--- src/hw/rtl/lcdws_pkg.sv ---
// Shared types and constants for the character LCD bus write sequencer.
package lcdws_pkg;

    localparam int unsigned TICK_W  = 10;
    localparam int unsigned LIMIT_W = 8;
    localparam int unsigned BYTE_W  = 8;
    localparam int unsigned CIDX_W  = 3;

    typedef enum logic [2:0] {
        PH_IDLE   = 3'd0,
        PH_STROBE = 3'd1,
        PH_WAIT   = 3'd2,
        PH_PULSEA = 3'd3,
        PH_GAP    = 3'd4,
        PH_PULSEB = 3'd5
    } t_phase;

    typedef enum logic [CIDX_W-1:0] {
        REG_BUS_EIGHT_BIT = 3'd0,
        REG_PULSE_EIGHT   = 3'd1,
        REG_PULSE_FOUR    = 3'd2,
        REG_STROBE        = 3'd3,
        REG_POLL_INTERVAL = 3'd4,
        REG_POLL_LIMIT    = 3'd5
    } t_reg_idx;

    localparam logic [TICK_W-1:0]  RST_PULSE_EIGHT   = 10'd45;
    localparam logic [TICK_W-1:0]  RST_PULSE_FOUR    = 10'd100;
    localparam logic [TICK_W-1:0]  RST_STROBE        = 10'd450;
    localparam logic [TICK_W-1:0]  RST_POLL_INTERVAL = 10'd500;
    localparam logic [LIMIT_W-1:0] RST_POLL_LIMIT    = 8'd10;

    typedef struct packed {
        logic               bus_eight_bit;
        logic [TICK_W-1:0]  pulse_ticks_eight;
        logic [TICK_W-1:0]  pulse_ticks_four;
        logic [TICK_W-1:0]  strobe_ticks;
        logic [TICK_W-1:0]  poll_interval_ticks;
        logic [LIMIT_W-1:0] poll_limit;
    } t_cfg;

    typedef struct packed {
        logic              mode;
        logic [BYTE_W-1:0] data_byte;
        logic              is_data;
        logic              busy_line;
    } t_item;

    typedef struct packed {
        logic              pin_rs;
        logic              pin_rw;
        logic              pin_e;
        logic [BYTE_W-1:0] bus_pins;
        logic              db7_input;
        logic              ready_res;
        logic              done_res;
        logic              timed_out;
        logic              rejected;
    } t_result;

endpackage

--- src/hw/rtl/char_lcd_bus_write_sequencer.sv ---
// Top level of the character LCD bus write sequencer.
//  channel   direction  handshake               payload
//  input     in         i_valid / o_ready       i_mode, i_data_byte, i_is_data, i_busy_line
//  result    out        o_valid / i_ready       o_pin_rs .. o_rejected
//  config    in         i_cfg_valid / o_cfg_ready  i_cfg_index, i_cfg_data
// One item per clock sustained while the result side is not stalled; a transfer lands in the
// input register, and a step moves it through the phase/counter logic into the result
// register, from which the result is offered.
// A stalled result holds the result register; the input register still takes an
// item while it is empty, or while the result register is empty or drained that cycle.
// Synchronous reset restores the register defaults and the idle phase.
module char_lcd_bus_write_sequencer #(
    parameter int unsigned TICK_COUNTER_BITS = 10
) (
    input  logic                          i_clk,
    input  logic                          i_rst_n,
    input  logic                          i_valid,
    output logic                          o_ready,
    input  logic                          i_mode,
    input  logic [lcdws_pkg::BYTE_W-1:0]  i_data_byte,
    input  logic                          i_is_data,
    input  logic                          i_busy_line,
    output logic                          o_valid,
    input  logic                          i_ready,
    output logic                          o_pin_rs,
    output logic                          o_pin_rw,
    output logic                          o_pin_e,
    output logic [lcdws_pkg::BYTE_W-1:0]  o_bus_pins,
    output logic                          o_db7_input,
    output logic                          o_ready_res,
    output logic                          o_done_res,
    output logic                          o_timed_out,
    output logic                          o_rejected,
    input  logic                          i_cfg_valid,
    output logic                          o_cfg_ready,
    input  logic [lcdws_pkg::CIDX_W-1:0]  i_cfg_index,
    input  logic [lcdws_pkg::TICK_W-1:0]  i_cfg_data
);
    import lcdws_pkg::*;

    t_cfg    cfg;
    t_item   r_in;
    logic    r_in_valid;
    t_result step_res;
    t_result r_out;
    logic    r_out_valid;
    logic    out_space;
    logic    step;

    assign out_space = !r_out_valid || i_ready;
    assign step      = r_in_valid && out_space;
    assign o_ready   = !r_in_valid || out_space;

    lcdws_cfg u_cfg (
        .i_clk       (i_clk),
        .i_rst_n     (i_rst_n),
        .i_cfg_valid (i_cfg_valid),
        .o_cfg_ready (o_cfg_ready),
        .i_cfg_index (i_cfg_index),
        .i_cfg_data  (i_cfg_data),
        .o_cfg       (cfg)
    );

    lcdws_core #(
        .TICK_COUNTER_BITS (TICK_COUNTER_BITS)
    ) u_core (
        .i_clk    (i_clk),
        .i_rst_n  (i_rst_n),
        .i_step   (step),
        .i_item   (r_in),
        .i_cfg    (cfg),
        .o_result (step_res)
    );

    always_ff @(posedge i_clk) begin
        if (!i_rst_n) begin
            r_in_valid <= 1'b0;
        end else if (o_ready) begin
            r_in_valid <= i_valid;
        end
    end

    always_ff @(posedge i_clk) begin
        if (o_ready && i_valid) begin
            r_in.mode      <= i_mode;
            r_in.data_byte <= i_data_byte;
            r_in.is_data   <= i_is_data;
            r_in.busy_line <= i_busy_line;
        end
    end

    always_ff @(posedge i_clk) begin
        if (!i_rst_n) begin
            r_out_valid <= 1'b0;
        end else if (out_space) begin
            r_out_valid <= r_in_valid;
        end
    end

    always_ff @(posedge i_clk) begin
        if (step) begin
            r_out <= step_res;
        end
    end

    assign o_valid     = r_out_valid;
    assign o_pin_rs    = r_out.pin_rs;
    assign o_pin_rw    = r_out.pin_rw;
    assign o_pin_e     = r_out.pin_e;
    assign o_bus_pins  = r_out.bus_pins;
    assign o_db7_input = r_out.db7_input;
    assign o_ready_res = r_out.ready_res;
    assign o_done_res  = r_out.done_res;
    assign o_timed_out = r_out.timed_out;
    assign o_rejected  = r_out.rejected;

endmodule

--- src/hw/rtl/lcdws_cfg.sv ---
// Configuration register file for the LCD write sequencer.
module lcdws_cfg (
    input  logic                           i_clk,
    input  logic                           i_rst_n,
    input  logic                           i_cfg_valid,
    output logic                           o_cfg_ready,
    input  logic [lcdws_pkg::CIDX_W-1:0]   i_cfg_index,
    input  logic [lcdws_pkg::TICK_W-1:0]   i_cfg_data,
    output lcdws_pkg::t_cfg                o_cfg
);
    import lcdws_pkg::*;

    t_cfg r_cfg;

    assign o_cfg_ready = 1'b1;
    assign o_cfg       = r_cfg;

    always_ff @(posedge i_clk) begin
        if (!i_rst_n) begin
            r_cfg.bus_eight_bit       <= 1'b1;
            r_cfg.pulse_ticks_eight   <= RST_PULSE_EIGHT;
            r_cfg.pulse_ticks_four    <= RST_PULSE_FOUR;
            r_cfg.strobe_ticks        <= RST_STROBE;
            r_cfg.poll_interval_ticks <= RST_POLL_INTERVAL;
            r_cfg.poll_limit          <= RST_POLL_LIMIT;
        end else if (i_cfg_valid) begin
            unique case (i_cfg_index)
                REG_BUS_EIGHT_BIT: r_cfg.bus_eight_bit       <= i_cfg_data[0];
                REG_PULSE_EIGHT:   r_cfg.pulse_ticks_eight   <= i_cfg_data;
                REG_PULSE_FOUR:    r_cfg.pulse_ticks_four    <= i_cfg_data;
                REG_STROBE:        r_cfg.strobe_ticks        <= i_cfg_data;
                REG_POLL_INTERVAL: r_cfg.poll_interval_ticks <= i_cfg_data;
                REG_POLL_LIMIT:    r_cfg.poll_limit          <= i_cfg_data[LIMIT_W-1:0];
                default: ;
            endcase
        end
    end

endmodule

--- src/hw/rtl/lcdws_core.sv ---
// Sequencer state and the per-item step: phase, tick and poll counters, pin latch.
module lcdws_core #(
    parameter int unsigned TICK_COUNTER_BITS = 10
) (
    input  logic                i_clk,
    input  logic                i_rst_n,
    input  logic                i_step,
    input  lcdws_pkg::t_item    i_item,
    input  lcdws_pkg::t_cfg     i_cfg,
    output lcdws_pkg::t_result  o_result
);
    import lcdws_pkg::*;

    localparam int unsigned TB = TICK_COUNTER_BITS;
    localparam int unsigned CW = (TB > TICK_W) ? TB : TICK_W;

    t_phase              r_phase,  n_phase;
    logic [TB-1:0]       r_tick,   n_tick;
    logic [LIMIT_W-1:0]  r_poll,   n_poll;
    logic [BYTE_W-1:0]   r_held,   n_held;
    logic                r_sel,    n_sel;
    logic [BYTE_W-1:0]   r_pins,   n_pins;

    logic [TICK_W-1:0]   width;
    logic [CW-1:0]       width_ext;
    logic [CW-1:0]       target;
    logic [TB-1:0]       tick_inc;
    logic                elapsed;
    logic [LIMIT_W-1:0]  limit;
    logic [LIMIT_W-1:0]  poll_inc;
    logic [BYTE_W-1:0]   write_pins;
    logic                done, tmo, rej;

    always_comb begin
        // one width is live per phase, so a single tick comparator serves all
        case (r_phase)
            PH_STROBE: width = i_cfg.strobe_ticks;
            PH_WAIT:   width = i_cfg.poll_interval_ticks;
            PH_PULSEA: width = i_cfg.bus_eight_bit ? i_cfg.pulse_ticks_eight
                                                   : i_cfg.pulse_ticks_four;
            default:   width = i_cfg.pulse_ticks_four;
        endcase
        width_ext = CW'(width);
        if (width_ext == '0)
            target = CW'(1);
        else if (width_ext > CW'({TB{1'b1}}))
            target = CW'({TB{1'b1}});
        else
            target = width_ext;
        tick_inc = r_tick + TB'(1);
        elapsed  = CW'(tick_inc) >= target;
    end

    assign limit      = (i_cfg.poll_limit == '0) ? LIMIT_W'(1) : i_cfg.poll_limit;
    assign poll_inc   = r_poll + LIMIT_W'(1);
    assign write_pins = i_cfg.bus_eight_bit ? r_held : {r_held[7:4], r_pins[3:0]};

    always_comb begin
        n_phase = r_phase;
        n_tick  = r_tick;
        n_poll  = r_poll;
        n_held  = r_held;
        n_sel   = r_sel;
        n_pins  = r_pins;
        done    = 1'b0;
        tmo     = 1'b0;
        rej     = 1'b0;
        if (i_item.mode) begin
            if (r_phase == PH_IDLE) begin
                n_held  = i_item.data_byte;
                n_sel   = i_item.is_data;
                n_tick  = '0;
                n_poll  = '0;
                n_phase = PH_STROBE;
            end else begin
                rej = 1'b1;
            end
        end else begin
            if (r_phase != PH_IDLE && r_phase != PH_GAP)
                n_tick = elapsed ? '0 : tick_inc;
            unique case (r_phase)
                PH_STROBE: begin
                    if (elapsed) begin
                        if (i_item.busy_line) begin
                            n_phase = PH_WAIT;
                        end else begin
                            n_pins  = write_pins;
                            n_phase = PH_PULSEA;
                        end
                    end
                end
                PH_WAIT: begin
                    if (elapsed) begin
                        n_poll = poll_inc;
                        if (poll_inc >= limit) begin
                            n_phase = PH_IDLE;
                            done    = 1'b1;
                            tmo     = 1'b1;
                        end else if (!i_item.busy_line) begin
                            n_pins  = write_pins;
                            n_phase = PH_PULSEA;
                        end
                    end
                end
                PH_PULSEA: begin
                    if (elapsed) begin
                        if (i_cfg.bus_eight_bit) begin
                            n_phase = PH_IDLE;
                            done    = 1'b1;
                        end else begin
                            // low nibble moves onto pins 7..4 for the gap and second pulse
                            n_pins  = {r_held[3:0], r_pins[3:0]};
                            n_phase = PH_GAP;
                        end
                    end
                end
                PH_GAP: begin
                    n_tick  = '0;
                    n_phase = PH_PULSEB;
                end
                PH_PULSEB: begin
                    if (elapsed) begin
                        n_phase = PH_IDLE;
                        done    = 1'b1;
                    end
                end
                default: ;
            endcase
        end
    end

    always_comb begin
        o_result           = '0;
        o_result.bus_pins  = n_pins;
        o_result.ready_res = (n_phase == PH_IDLE);
        o_result.done_res  = done;
        o_result.timed_out = tmo;
        o_result.rejected  = rej;
        unique case (n_phase) inside
            PH_STROBE: begin
                o_result.pin_rw    = 1'b1;
                o_result.pin_e     = 1'b1;
                o_result.db7_input = 1'b1;
            end
            PH_WAIT: begin
                o_result.pin_rw    = 1'b1;
                o_result.db7_input = 1'b1;
            end
            PH_PULSEA, PH_PULSEB: begin
                o_result.pin_rs = n_sel;
                o_result.pin_e  = 1'b1;
            end
            PH_GAP: begin
                o_result.pin_rs = n_sel;
            end
            default: ;
        endcase
    end

    always_ff @(posedge i_clk) begin
        if (!i_rst_n) begin
            r_phase <= PH_IDLE;
            r_tick  <= '0;
            r_poll  <= '0;
            r_held  <= '0;
            r_sel   <= 1'b0;
            r_pins  <= '0;
        end else if (i_step) begin
            r_phase <= n_phase;
            r_tick  <= n_tick;
            r_poll  <= n_poll;
            r_held  <= n_held;
            r_sel   <= n_sel;
            r_pins  <= n_pins;
        end
    end

endmodule

--- config.mk ---
export PLATFORM = sky130hd
export DESIGN_NAME = char_lcd_bus_write_sequencer
export DESIGN_NICKNAME = d
export VERILOG_FILES = /design/src/hw/rtl/lcdws_pkg.sv /design/src/hw/rtl/char_lcd_bus_write_sequencer.sv /design/src/hw/rtl/lcdws_cfg.sv /design/src/hw/rtl/lcdws_core.sv
export SDC_FILE = /design/constraint.sdc
export NUM_CORES = 1
export LEC_CHECK = 0
export ABC_CLOCK_PERIOD_IN_PS = 4400
export BUFFER_PORTS_ARGS = -buffer_cell sky130_fd_sc_hd__buf_2
export CAP_MARGIN = 20
export CORE_UTILIZATION = 48
export CTS_CLUSTER_SIZE = 30
export DETAILED_ROUTE_END_ITERATION = 10
export GPL_TIMING_DRIVEN = 1
export PLACE_DENSITY = 0.66
export RECOVER_POWER = 25
export SLEW_MARGIN = 20
export SYNTH_ARGS = -nofsm -noshare
export SYNTH_HDL_FRONTEND = slang
export SYNTH_SLANG_ARGS = --single-unit
--- constraint.sdc ---
create_clock -name i_clk -period 4.4 [get_ports i_clk]
set_clock_uncertainty 0.15 [all_clocks]
set_input_delay 0.22 -clock i_clk [delete_from_list [all_inputs] [get_ports i_clk]]
set_output_delay 0.22 -clock i_clk [all_outputs]
set_load 0.02 [all_outputs]
# Yosys cells after proc, flatten, opt, wreduce, memory -nomap -nowiden
# Index checks and enable logic that the tools add are counted.
# totals
register_bits	115
input_bits	29
output_inout_bits	19
elab_cells	123
# op_classes
n_addsub	2
n_lt_le_gt_ge	3
eq_ne	17
n_mux	45
bitwise_logic	1
reduce_logical	29
# ops
cell	count
8-bit two-way mux	12
10-bit two-way mux	8
10-bit one-hot mux with 3 select lines	1
3-bit two-way mux	9
8-bit one-hot mux with 3 select lines	1
3-bit by 2-bit == test with 1-bit output (second input constant)	6
3-bit == test (second input constant)	6
3-bit one-hot mux with 5 select lines	1
2-bit AND reduction	6
1-bit two-way mux	11
10-bit by 1-bit adder with 10-bit output (second input constant)	1
10-bit >= comparator	1
10-bit > comparator (second input constant)	1
10-bit zero test	1
3-bit by 1-bit == test with 1-bit output (second input constant)	3
3-bit zero test	3
8-bit by 1-bit adder with 8-bit output (second input constant)	1
8-bit >= comparator	1
8-bit zero test	1
3-bit AND reduction	2
3-bit nonzero test	2
3-bit OR reduction	2
4-bit two-way mux	1
4-bit AND reduction	1
other kinds (9)	15

# Longest topological paths before layout
# Gate-level depths: netlist of the first run.
# depth
word_depth	12
ltp_mapped	18
mapped_depth_nobuf	15

# Hierarchy
# Synthesis of the first run repeated with hierarchy kept, for this count alone.
# hier_totals
hier_cells	621
area_unflattened_um2	6052.1
# modules_own_cells
mod	n_inst	cells_per_inst	area_each_um2	seq_area_each_um2
lcdws_core	1	395	3174.3	760.7
lcdws_cfg	1	190	1963.1	980.9
char_lcd_bus_write_sequencer	1	36	914.6	850.8

# Worst setup path after synthesis of the first run
# No wires, ideal clock.
# synth_path
path_type	register to register
from	register u_core.r_phase[0]
to	register r_out, in the netlist o_ready_res, data pin
setup_time_ps	255
t_arrival_ps	3320
t_required_ps	3995
slack_ps	676
stages_incl_launch_ff	18
path_buffers	3
period_less_slack_ps	3724
path_cell_list	dfxtp_1 > buf_2 > nor2_1 > a211o_1 > clkbuf_1 > a221oi_1 > and4_1 > nand3_1 > o21ai_1 > ha_1 > nand2b_1 > a211oi_1 > or3_1 > buf_2 > a2111oi_1 > a2bb2oi_1 > nor2_1 > and2_1
# synth_lines
element	line_no	rtl
from (decl)	lcdws_core.sv:17	t_phase r_phase, n_phase;
from (signal assigned)	lcdws_core.sv:169	r_phase <= n_phase;
to (signal assigned)	char_lcd_bus_write_sequencer.sv:102	r_out <= step_res;
to (decl)	char_lcd_bus_write_sequencer.sv:45	t_result r_out;

==> results of run 1 <==
==> flip-flops by register name (all words and copies together), names as in the netlist, 3 cells and up <==
register / cells
u_cfg.o_cfg: 49
r_in: 11
u_core.r_tick: 10
o_bus_pins: 8
u_core.r_held: 8
u_core.r_pins: 8
u_core.r_poll: 8
u_core.r_phase: 3
==> final timing paths <==
kind | slack (ns) | to | cells past startpoint
setup reg to reg | 0.26 | o_ready_res | 15
hold / removal | 0.11 | u_cfg.o_cfg[48] | 4
setup / recovery | 0.26 | o_ready_res | 15
hold reg to reg | 0.31 | u_cfg.o_cfg[18] | 2
==> layout make-up <==
type	count	area [um2]
Clock buffer	20	437
Clock inverter	12	139
Fill cell	949	4360
Inverter	19	71.3
Multi-Input combinational cell	458	2680
Sequential cell	115	2560
Tap cell	140	175
Timing Repair Buffer	77	513
==> power by group through the flow <==
stage	Combinational, mW	Sequential (mW)	Clock [mW]
2_1_floorplan	0.121	1.15	0
3_3_place_gp	0.185	1.15	0
3_5_place_dp	0.189	1.15	0
4_1_cts	0.205	1.13	1.37
5_1_grt	0.229	1.13	1.42
6_report	0.206	1.13	1.35
==> cells by family (layout without fill, tap and decap cells) <==
logic type / after synthesis / count (layout) / share of synthesized area
compound gates: 142 / 142 / 0.181
xor+xnor: 15 / 15 / 0.0242
fa+ha+maj: 20 / 20 / 0.0461
buf+inv: 49 / 128 / 0.0357
flops: 115 / 115 / 0.472
mux: 13 / 13 / 0.0249
other cells: 1 / 1 / 0.000690
simple gates: 267 / 267 / 0.216
==> synth_stat cells (8+ instances only) <==
cell type / instances
o21ai_0: 10
a221oi_1: 10
nand2_1: 133
ha_1: 20
clkbuf_1: 23
a21oi_1: 58
a22oi_1: 23
dfxtp_1: 89
nor2_1: 56
inv_1: 19
nand3_1: 29
edfxtp_1: 26
mux2i_1: 9
xor2_1: 8
==> layer usage <==
metal  GRT usage  vias up
met5           0        -
met4      0.0956        0
met3      0.0633       20
met2       0.364      131
met1       0.333     2232
li1            -     2345
==> repair_timing <==
| item | CTS | global route |
|---|---|---|
| endpoints found under the hold margin | 60 | 0 |
| hold buffers | 23 | 0 |
| endpoints found under the setup margin | 0 | 4 |
| gates resized for setup | 0 | 1 |
==> through the flow <==
step	setup WS [ns]	power, mW	cells	utilization
2_1_floorplan	0.676	1.27	622	-
3_3_place_gp	0.502	1.34	786	0.528
3_5_place_dp	0.277	1.34	786	0.528
4_1_cts	0.252	2.70	841	0.602
5_1_grt	0.0295	2.78	841	0.602
6_report	0.262	2.69	841	0.602
==> critical path: stages, from the launching register on <==
cell and delay [ns]:
dfxtp_1 0.34, inv_1 0.16, nor2_1 0.08, a211o_1 0.43, a221oi_1 0.38, and4_1 0.24, nand3_1 0.08, o21ai_1 0.18
ha_1 0.14, nand2b_1 0.10, a211oi_1 0.06, or3_1 0.49, a2111oi_1 0.38, a2bb2oi_1 0.38, nor2_1 0.13, and2_1 0.17
==> flow_summary.yaml, run 1 <==
outcome:
  status: "complete, but fails checks"
  violations: "max-capacitance violations, max-slew violations"
timing:
  setup_viol: 0
  worst_pin_slew_ns: 3.02
  hold_viol_final: 0
  fin_crit_ns: 4.14
  relSlewSlack: -1.01
  whs_ns: 0.107
  fin_tns_setup_ns: 0
  post-route-period-util: 0.941
  rsz0062_at_grt: "no"
  clock.fmax_mhz: 242
  slew_violations: 66
synthesis:
  synth_top_area_frac: 0.328
  seq_area_frac_synth: 0.472
  async_reset_ff_frac: 0
  synth_seq_cells: 115
  ys_top_cells_by_area: "dfxtp_1 33%, edfxtp_1 14%, nand2_1 9.2%, a21oi_1 5.3%, ha_1 4.6%"
  synth_nets: 671
  ys_warn_count: 0
  synth_top_area_cell: "dfxtp_1"
  synth_area_mm2: 0.00543
  synth_flop_cell: "dfxtp_1"
  avgSynthCellArea_um2: 8.73
  netlist_instances: 622
  synth.distinct_cells: 55
  synth_edf_count: 26
route:
  met1_length_mm: 6.36
  dr.pass1.iters: 6
  wl_met3_um: 671
  drt_iter0_markers: 296
  wl_mm: 13.2
  ant_nets: 0
  viasPerCell: 5.62
  top_layer: "met4"
  vias: 4728
  wl_met2_mm: 5.99
  drcViolationCount: 0
  wl_per_cell_um: 15.7
pwr:
  switchingPower_mw: 0.624
  swShare: 0.232
  leakagePower_nw: 2.62
  peakVddDrop_v: 0.000226
  p_int_mw: 2.07
  p_seq_frac: 0.420
  combPwrFrac: 0.077
  power_density_mw_per_mm2: 409
  clkPwrFrac: 0.503
worst_setup_path:
  arrival_ns: 4.16
  cp-start-kind: "flop"
  cp-end-kind: "flop"
  crit_type: "flop to flop"
  cp_max_fo: 10
  reg2reg_from: "u_core.r_phase[0]"
  crit_required_ns: 4.42
  crit_start: "u_core.r_phase[0]"
clock_network:
  clock_latency_ns: 0.42
  root_buffer: "clkbuf_16"
  post_cts_buffers: 0
  clockBufferDepth: 2
  cts_htree_levels: 4
  clk_pin_slew_ns: 0.05
  cts_tree: "built"
  cts.sinks: 115
  numCtsBuffers: 17
placement:
  placed_cell_area_mm2: 0.00578
  dpl.hpwl_mm: 9.10
  io_buffers: 46
  gp_congestion: 0.864
floorplanning:
  coreArea_mm2: 0.0109
  initial_core_util: 0.497
  num_rows: 38
  die_y_um: 108
  pin_count: 48
  fp.dieArea_mm2: 0.0117
  die_w_um: 108
finish:
  area_growth_pct: 21.1
  drive_above_1_share: 0.136
  final_cell_area_mm2: 0.00658
  diodes: 0
  nets: 737
  final_common_cell: "nand2_1"
  layout_common_cells: "133 x nand2_1, 89 x dfxtp_1, 58 x a21oi_1"
global_routing:
  grt_pass1_wl_mm: 21.6
  grt_use_total: 0.243
  overflow: 0
  antenna_found_initial: 0
  grt_max_degree: 66
  grt_pass1_vias: 4382
worst_hold_path:
  hold_path_class: "primary input to flop"
  min_from: "i_cfg_index[2]"
job:
  maxCapViolCount: 1
Power figures use the tool's default switching activity.
==> run 2: changes to the inputs <==
Settings changed: ABC_AREA from default to 1.
==> run 2 against run 1 <==
The flow finishes with violations (design-rule violations, max-capacitance violations, max-slew violations). Via count is 9.3% higher. Fmax increased by 8.1%. Total power rose by 1.4%. Hold slack worse by 0.084 ns. Core utilization fell by 1.4 points. Critical path depth is 3 higher. Global-route usage is 0.25 points lower. First-iteration DRC count up 8.4%. Combinational power up 46%. Worst setup slack better by 0.31 ns. Final area is 2.9% higher. Die area up 5.1%.
==> flow_summary.yaml, run 2 <==
outcome:
  status: "complete, but fails checks"
  violations: "design-rule violations, max-capacitance violations, max-slew violations"
placement:
  io_buffers: 46
  dpl.hpwl_mm: 9.88
  gp_congestion: 0.953
floorplanning:
  die_y_um: 111
  fp.dieArea_mm2: 0.0123
  initial_core_util: 0.496
  die_w_um: 111
  coreArea_mm2: 0.0115
  num_rows: 39
  pin_count: 48
route:
  dr.pass1.iters: 8
  viasPerCell: 5.27
  wl_mm: 13.9
  drt_iter0_markers: 321
  drcViolationCount: 8
  ant_nets: 0
  vias: 5169
  wl_per_cell_um: 14.1
clock_network:
  cts-resized-gates: 0
  post_cts_buffers: 0
  clock_latency_ns: 0.42
  cts_tree: "built"
  clk_pin_slew_ns: 0.05
  clockBufferDepth: 2
  cts.sinks: 115
  numCtsBuffers: 17
  cts_htree_levels: 4
  root_buffer: "clkbuf_16"
timing:
  relSlewSlack: -0.524
  slew_violations: 62
  whs_ns: 0.0235
  fin_tns_setup_ns: 0
  worst_pin_slew_ns: 2.29
  clock.fmax_mhz: 261
  rsz0062_at_grt: "no"
  fin_crit_ns: 3.83
  setup_viol: 0
  hold_viol_final: 0
  post-route-period-util: 0.870
synthesis:
  synth_commonest_cells: "176 x nand2_1, 102 x inv_1, 89 x dfxtp_1, 81 x nor2_1, 54 x a21oi_1"
  synth_most_common_cell: "nand2_1"
  synth_edf_count: 26
  seq_area_frac_synth: 0.448
  synth_area_mm2: 0.00572
  synth.distinct_cells: 44
  ys_top_cells_by_area: "dfxtp_1 31%, edfxtp_1 14%, nand2_1 12%, inv_1 6.7%, nor2_1 5.3%"
  synth_top_area_cell: "dfxtp_1"
  ys_warn_count: 0
  synth_top_area_frac: 0.312
  netlist_instances: 761
  synth_flop_cell: "dfxtp_1"
  async_reset_ff_frac: 0
  avgSynthCellArea_um2: 7.51
  synth_seq_cells: 115
  synth_nets: 810
finish:
  fill_cells: 1044
  area_growth_pct: 18.5
  layout_common_cells: "176 x nand2_1, 102 x inv_1, 89 x dfxtp_1"
  final_common_cell: "nand2_1"
  diodes: 0
  drive_above_1_share: 0.0944
  nets: 873
  post-route-util: 0.588
  largest_register_ffs: 49
worst_setup_path:
  ff2ff_path_depth: 18
  crit_required_ns: 4.41
  cp_max_fo: 19
  cp-end-kind: "flop"
  crit_type: "flop to flop"
  arrival_ns: 3.84
  cp-start-kind: "flop"
  r2r_slack_ns: 0.57
pwr:
  peakVddDrop_v: 0.000293
  total_power_mw: 2.73
  power_density_mw_per_mm2: 403
  leakagePower_nw: 3.05
worst_hold_path:
  hold_depth: 3
  hold_path_class: "primary input to flop"
global_routing:
  grt_pass1_vias: 4919
  antenna_found_initial: 0
  grt_max_degree: 62
  grt_pass1_wl_mm: 23.4
  overflow: 0
  grt_use_total: 0.240
job:
  maxCapViolCount: 1
[run 2: cell count changes after synthesis, sizes merged, moves of 6 or more]
| cell | before | now |
|---|---|---|
| nand2 | 133 | 180 |
| nand3 | 29 | 46 |
| mux2i | 9 | 0 |
| a31oi | 7 | 0 |
| o2111ai | 0 | 8 |
| o21ai | 11 | 52 |
| nand2b | 7 | 0 |
| a221oi | 11 | 2 |
| a22oi | 23 | 0 |
| nand4 | 4 | 13 |
| nor2 | 57 | 88 |
| inv | 19 | 103 |
| and3 | 6 | 0 |
[run 2: worst max-delay path, cell delays in order (launching register included)]
cell and delay, ns:
dfxtp_1 0.54, inv_1 0.14, nor2_1 0.27, nand2_2 0.21, o2111ai_1 0.35, nor2_1 0.09, nand4_1 0.10, o21bai_1 0.08
ha_1 0.28, inv_1 0.04, nand2_1 0.04, nand2_1 0.05, nand2_1 0.05, nand3_1 0.21, nand3_4 0.27, nand3_1 0.17
nand3_1 0.13, o21ai_0 0.19, nor3b_1 0.20
[run 2: layout make-up]
cell class / count / area, um2 / area share
clock inverters: 6 / 55.1 / 0.00813
inverters: 106 / 398 / 0.0588
well taps: 143 / 179 / 0.0264
flip-flops and latches: 115 / 2560 / 0.378
repair buffers: 72 / 460 / 0.0680
clock buffers: 26 / 489 / 0.0722
multi-input cells: 512 / 2630 / 0.388
[run 2: layer usage]
layer	routed length, um	GRT usage	vias up
met5	0	0	-
met4	254	0.107	0
met3	747	0.0530	30
met2	6390	0.388	157
met1	6470	0.308	2363
li1	-	-	2619
[run 2: repair_timing]
item | 4_1_cts | 5_1_grt
endpoints found under the hold margin | 45 | 0
hold buffers | 21 | 0
endpoints found under the setup margin | 0 | 0
[run 2: cells by family (layout without fill, tap and decap cells)]
| group | after synthesis | in the layout | share of synthesized area |
|---|---|---|---|
| fa+ha+maj | 20 | 20 | 0.0438 |
| other cells | 1 | 1 | 0.000656 |
| buf+inv | 134 | 210 | 0.0919 |
| compound gates | 139 | 139 | 0.140 |
| xor+xnor | 12 | 12 | 0.0184 |
| flops | 115 | 115 | 0.448 |
| simple gates | 340 | 340 | 0.257 |
[run 2: worst paths after layout]
check / start / end
setup / recovery: u_core.r_phase[0] / o_ready_res
hold / removal: i_cfg_data[0] / u_cfg.o_cfg[38]
setup reg to reg: u_core.r_phase[0] / o_ready_res
hold reg to reg: u_cfg.o_cfg[10] / u_cfg.o_cfg[10]
[run 2: stage by stage]
| step | cell area, um2 | setup slack, ns | cells |
|---|---|---|---|
| CTS | 6790 | 0.611 | 980 |
| global placement | 6030 | 0.831 | 927 |
| global route | 6770 | 0.195 | 980 |
| finish | 6770 | 0.573 | 980 |
| detailed placement | 6030 | 0.629 | 927 |
| floorplan | 5720 | 1.29 | 761 |
[run 2: power breakdown]
group          internal, mW  switching (mW)
logic                 0.102           0.199
clock network         0.814           0.452
registers              1.13          0.0293
==> run 3: changes to the inputs <==
==> constraint.sdc (replaced) <==
create_clock -name i_clk -period 4.4 [get_ports i_clk]
set_clock_uncertainty 0.15 [all_clocks]
set_input_delay 0.66 -clock i_clk [delete_from_list [all_inputs] [get_ports i_clk]]
set_output_delay 0.66 -clock i_clk [all_outputs]
set_load 0.02 [all_outputs]
==> run 3 against run 2 <==
Critical path depth rose by 2. Core utilization fell by 1.5 points. Global-route usage fell by 0.86 points. The run ends with design-rule violations left. Highest routed layer unchanged.
==> flow_summary.yaml, run 3 (synthesis results as in run 2) <==
clock_network:
  cts_tree: "built"
  numCtsBuffers: 17
  cts_hold_buf: 0
  post_cts_buffers: 0
  clk_pin_slew_ns: 0.05
  clock_latency_ns: 0.42
  cts_htree_levels: 4
  cts-resized-gates: 0
  root_buffer: "clkbuf_16"
  clockBufferDepth: 2
  cts.sinks: 115
timing:
  setup_viol: 0
  clock.fmax_mhz: 262
  hold_viol_final: 0
  slew_violations: 0
  fin_tns_setup_ns: 0
  fin_crit_ns: 3.82
  rsz0062_at_grt: "no"
  post-route-period-util: 0.868
  worst_pin_slew_ns: 1.04
  relSlewSlack: 0.306
finish:
  layout_common_cells: "176 x nand2_1, 102 x inv_1, 89 x dfxtp_1"
  final_common_cell: "nand2_1"
  area_growth_pct: 15.4
  fill_cells: 1058
  final_cell_area_mm2: 0.00659
  largest_register_ffs: 49
  multi_input_area_mm2: 0.00263
  drive_above_1_share: 0.109
  fin_cells: 960
  diodes: 0
  nets: 853
  layout.area.seq_mm2: 0.00256
global_routing:
  antenna_found_initial: 0
  grt_pass1_wl_mm: 22.6
  grt_max_degree: 56
  overflow: 0
  grt_pass1_vias: 4829
  grt_use_total: 0.232
outcome:
  status: "complete, but fails checks"
  violations: "design-rule violations"
worst_setup_path:
  crit_type: "flop to flop"
  cp-start-kind: "flop"
  r2r_slack_ns: 0.58
  timing.rr.end: "o_db7_input"
  reg2reg_from: "u_core.r_phase[0]"
  crit_required_ns: 4.42
  crit_start: "u_core.r_phase[0]"
  ff2ff_path_depth: 20
  arrival_ns: 3.84
  cp_max_fo: 19
  cp-end-kind: "flop"
pwr:
  power_density_mw_per_mm2: 416
  leakagePower_nw: 3.00
  total_power_mw: 2.74
  peakVddDrop_v: 0.000268
worst_hold_path:
  min_from: "i_is_data"
  hold_path_class: "primary input to flop"
  min_to: "r_in[1]"
  hold_depth: 1
floorplanning:
  coreArea_mm2: 0.0115
  die_w_um: 111
  num_rows: 39
  fp.dieArea_mm2: 0.0123
  die_y_um: 111
  pin_count: 48
  initial_core_util: 0.496
job:
  maxCapViolCount: 0
route:
  drcViolationCount: 8
  viasPerCell: 5.35
  wl_per_cell_um: 14.2
  dr.pass1.iters: 8
  wl_mm: 13.7
  vias: 5132
  drt_iter0_markers: 271
  ant_nets: 0
placement:
  gp_congestion: 0.951
  placed_cells: 928
  io_buffers: 46
  placed_cell_area_mm2: 0.00604
  dpl.hpwl_mm: 9.86
-- run 3: worst max-delay path, cell delays in order (launching register included) --
cell and delay [ns]:
dfxtp_1 0.54, inv_1 0.16, nor2_1 0.26, nand2_2 0.21, o2111ai_1 0.34, nor2_1 0.09, nand4_1 0.10, o21bai_1 0.07
ha_1 0.27, inv_1 0.05, nand2_1 0.04, nand2_1 0.05, nand2_1 0.05, nand3_1 0.21, nand3_4 0.27, nand2_1 0.16
a21oi_1 0.10, a21oi_2 0.22, nand2_1 0.10, nand2_1 0.07, nor2_1 0.05
-- run 3: power by group --
group	internal, mW	switching (mW)
clock	0.846	0.449
combinational	0.0905	0.196
sequential	1.13	0.0292
total	2.07	0.674
-- run 3: final cells by class --
cell class / instances / area share
clock inverter: 5 / 0.00759
sequential: 115 / 0.389
clock buffer: 27 / 0.0778
inverter: 106 / 0.0603
multi-input combinational: 512 / 0.398
timing repair buffer: 52 / 0.0404
tap: 143 / 0.0271
-- run 3: worst max path at each step --
stage / end / slack [ns] / cells past startpoint
after floorplan: o_db7_input / 1.29 / 23
after detailed placement: o_db7_input / 0.66 / 20
final: o_db7_input / 0.58 / 20
after global placement: o_db7_input / 0.83 / 20
after CTS: o_db7_input / 0.62 / 20
after global routing: u_core.r_pins[3] / 0.23 / 21
-- run 3: stage by stage --
step | util | hold WS, ns | setup WS (ns)
after global placement | 0.525 | 0.293 | 0.828
after CTS | 0.574 | 0.252 | 0.620
after floorplan | - | 0.274 | 1.29
after detailed placement | 0.525 | 0.295 | 0.656
final | 0.573 | 0.266 | 0.581
after global routing | 0.573 | 0.252 | 0.229
-- run 3: metal layers --
layer  share of wire  global-route usage  wire [um]  vias up
met1            0.46               0.297       6340     2363
met5               0                   0          0        -
met3           0.068              0.0574        933       21
li1                -                   -          -     2581
met4           0.021               0.105        282        0
met2            0.45               0.368       6110      167
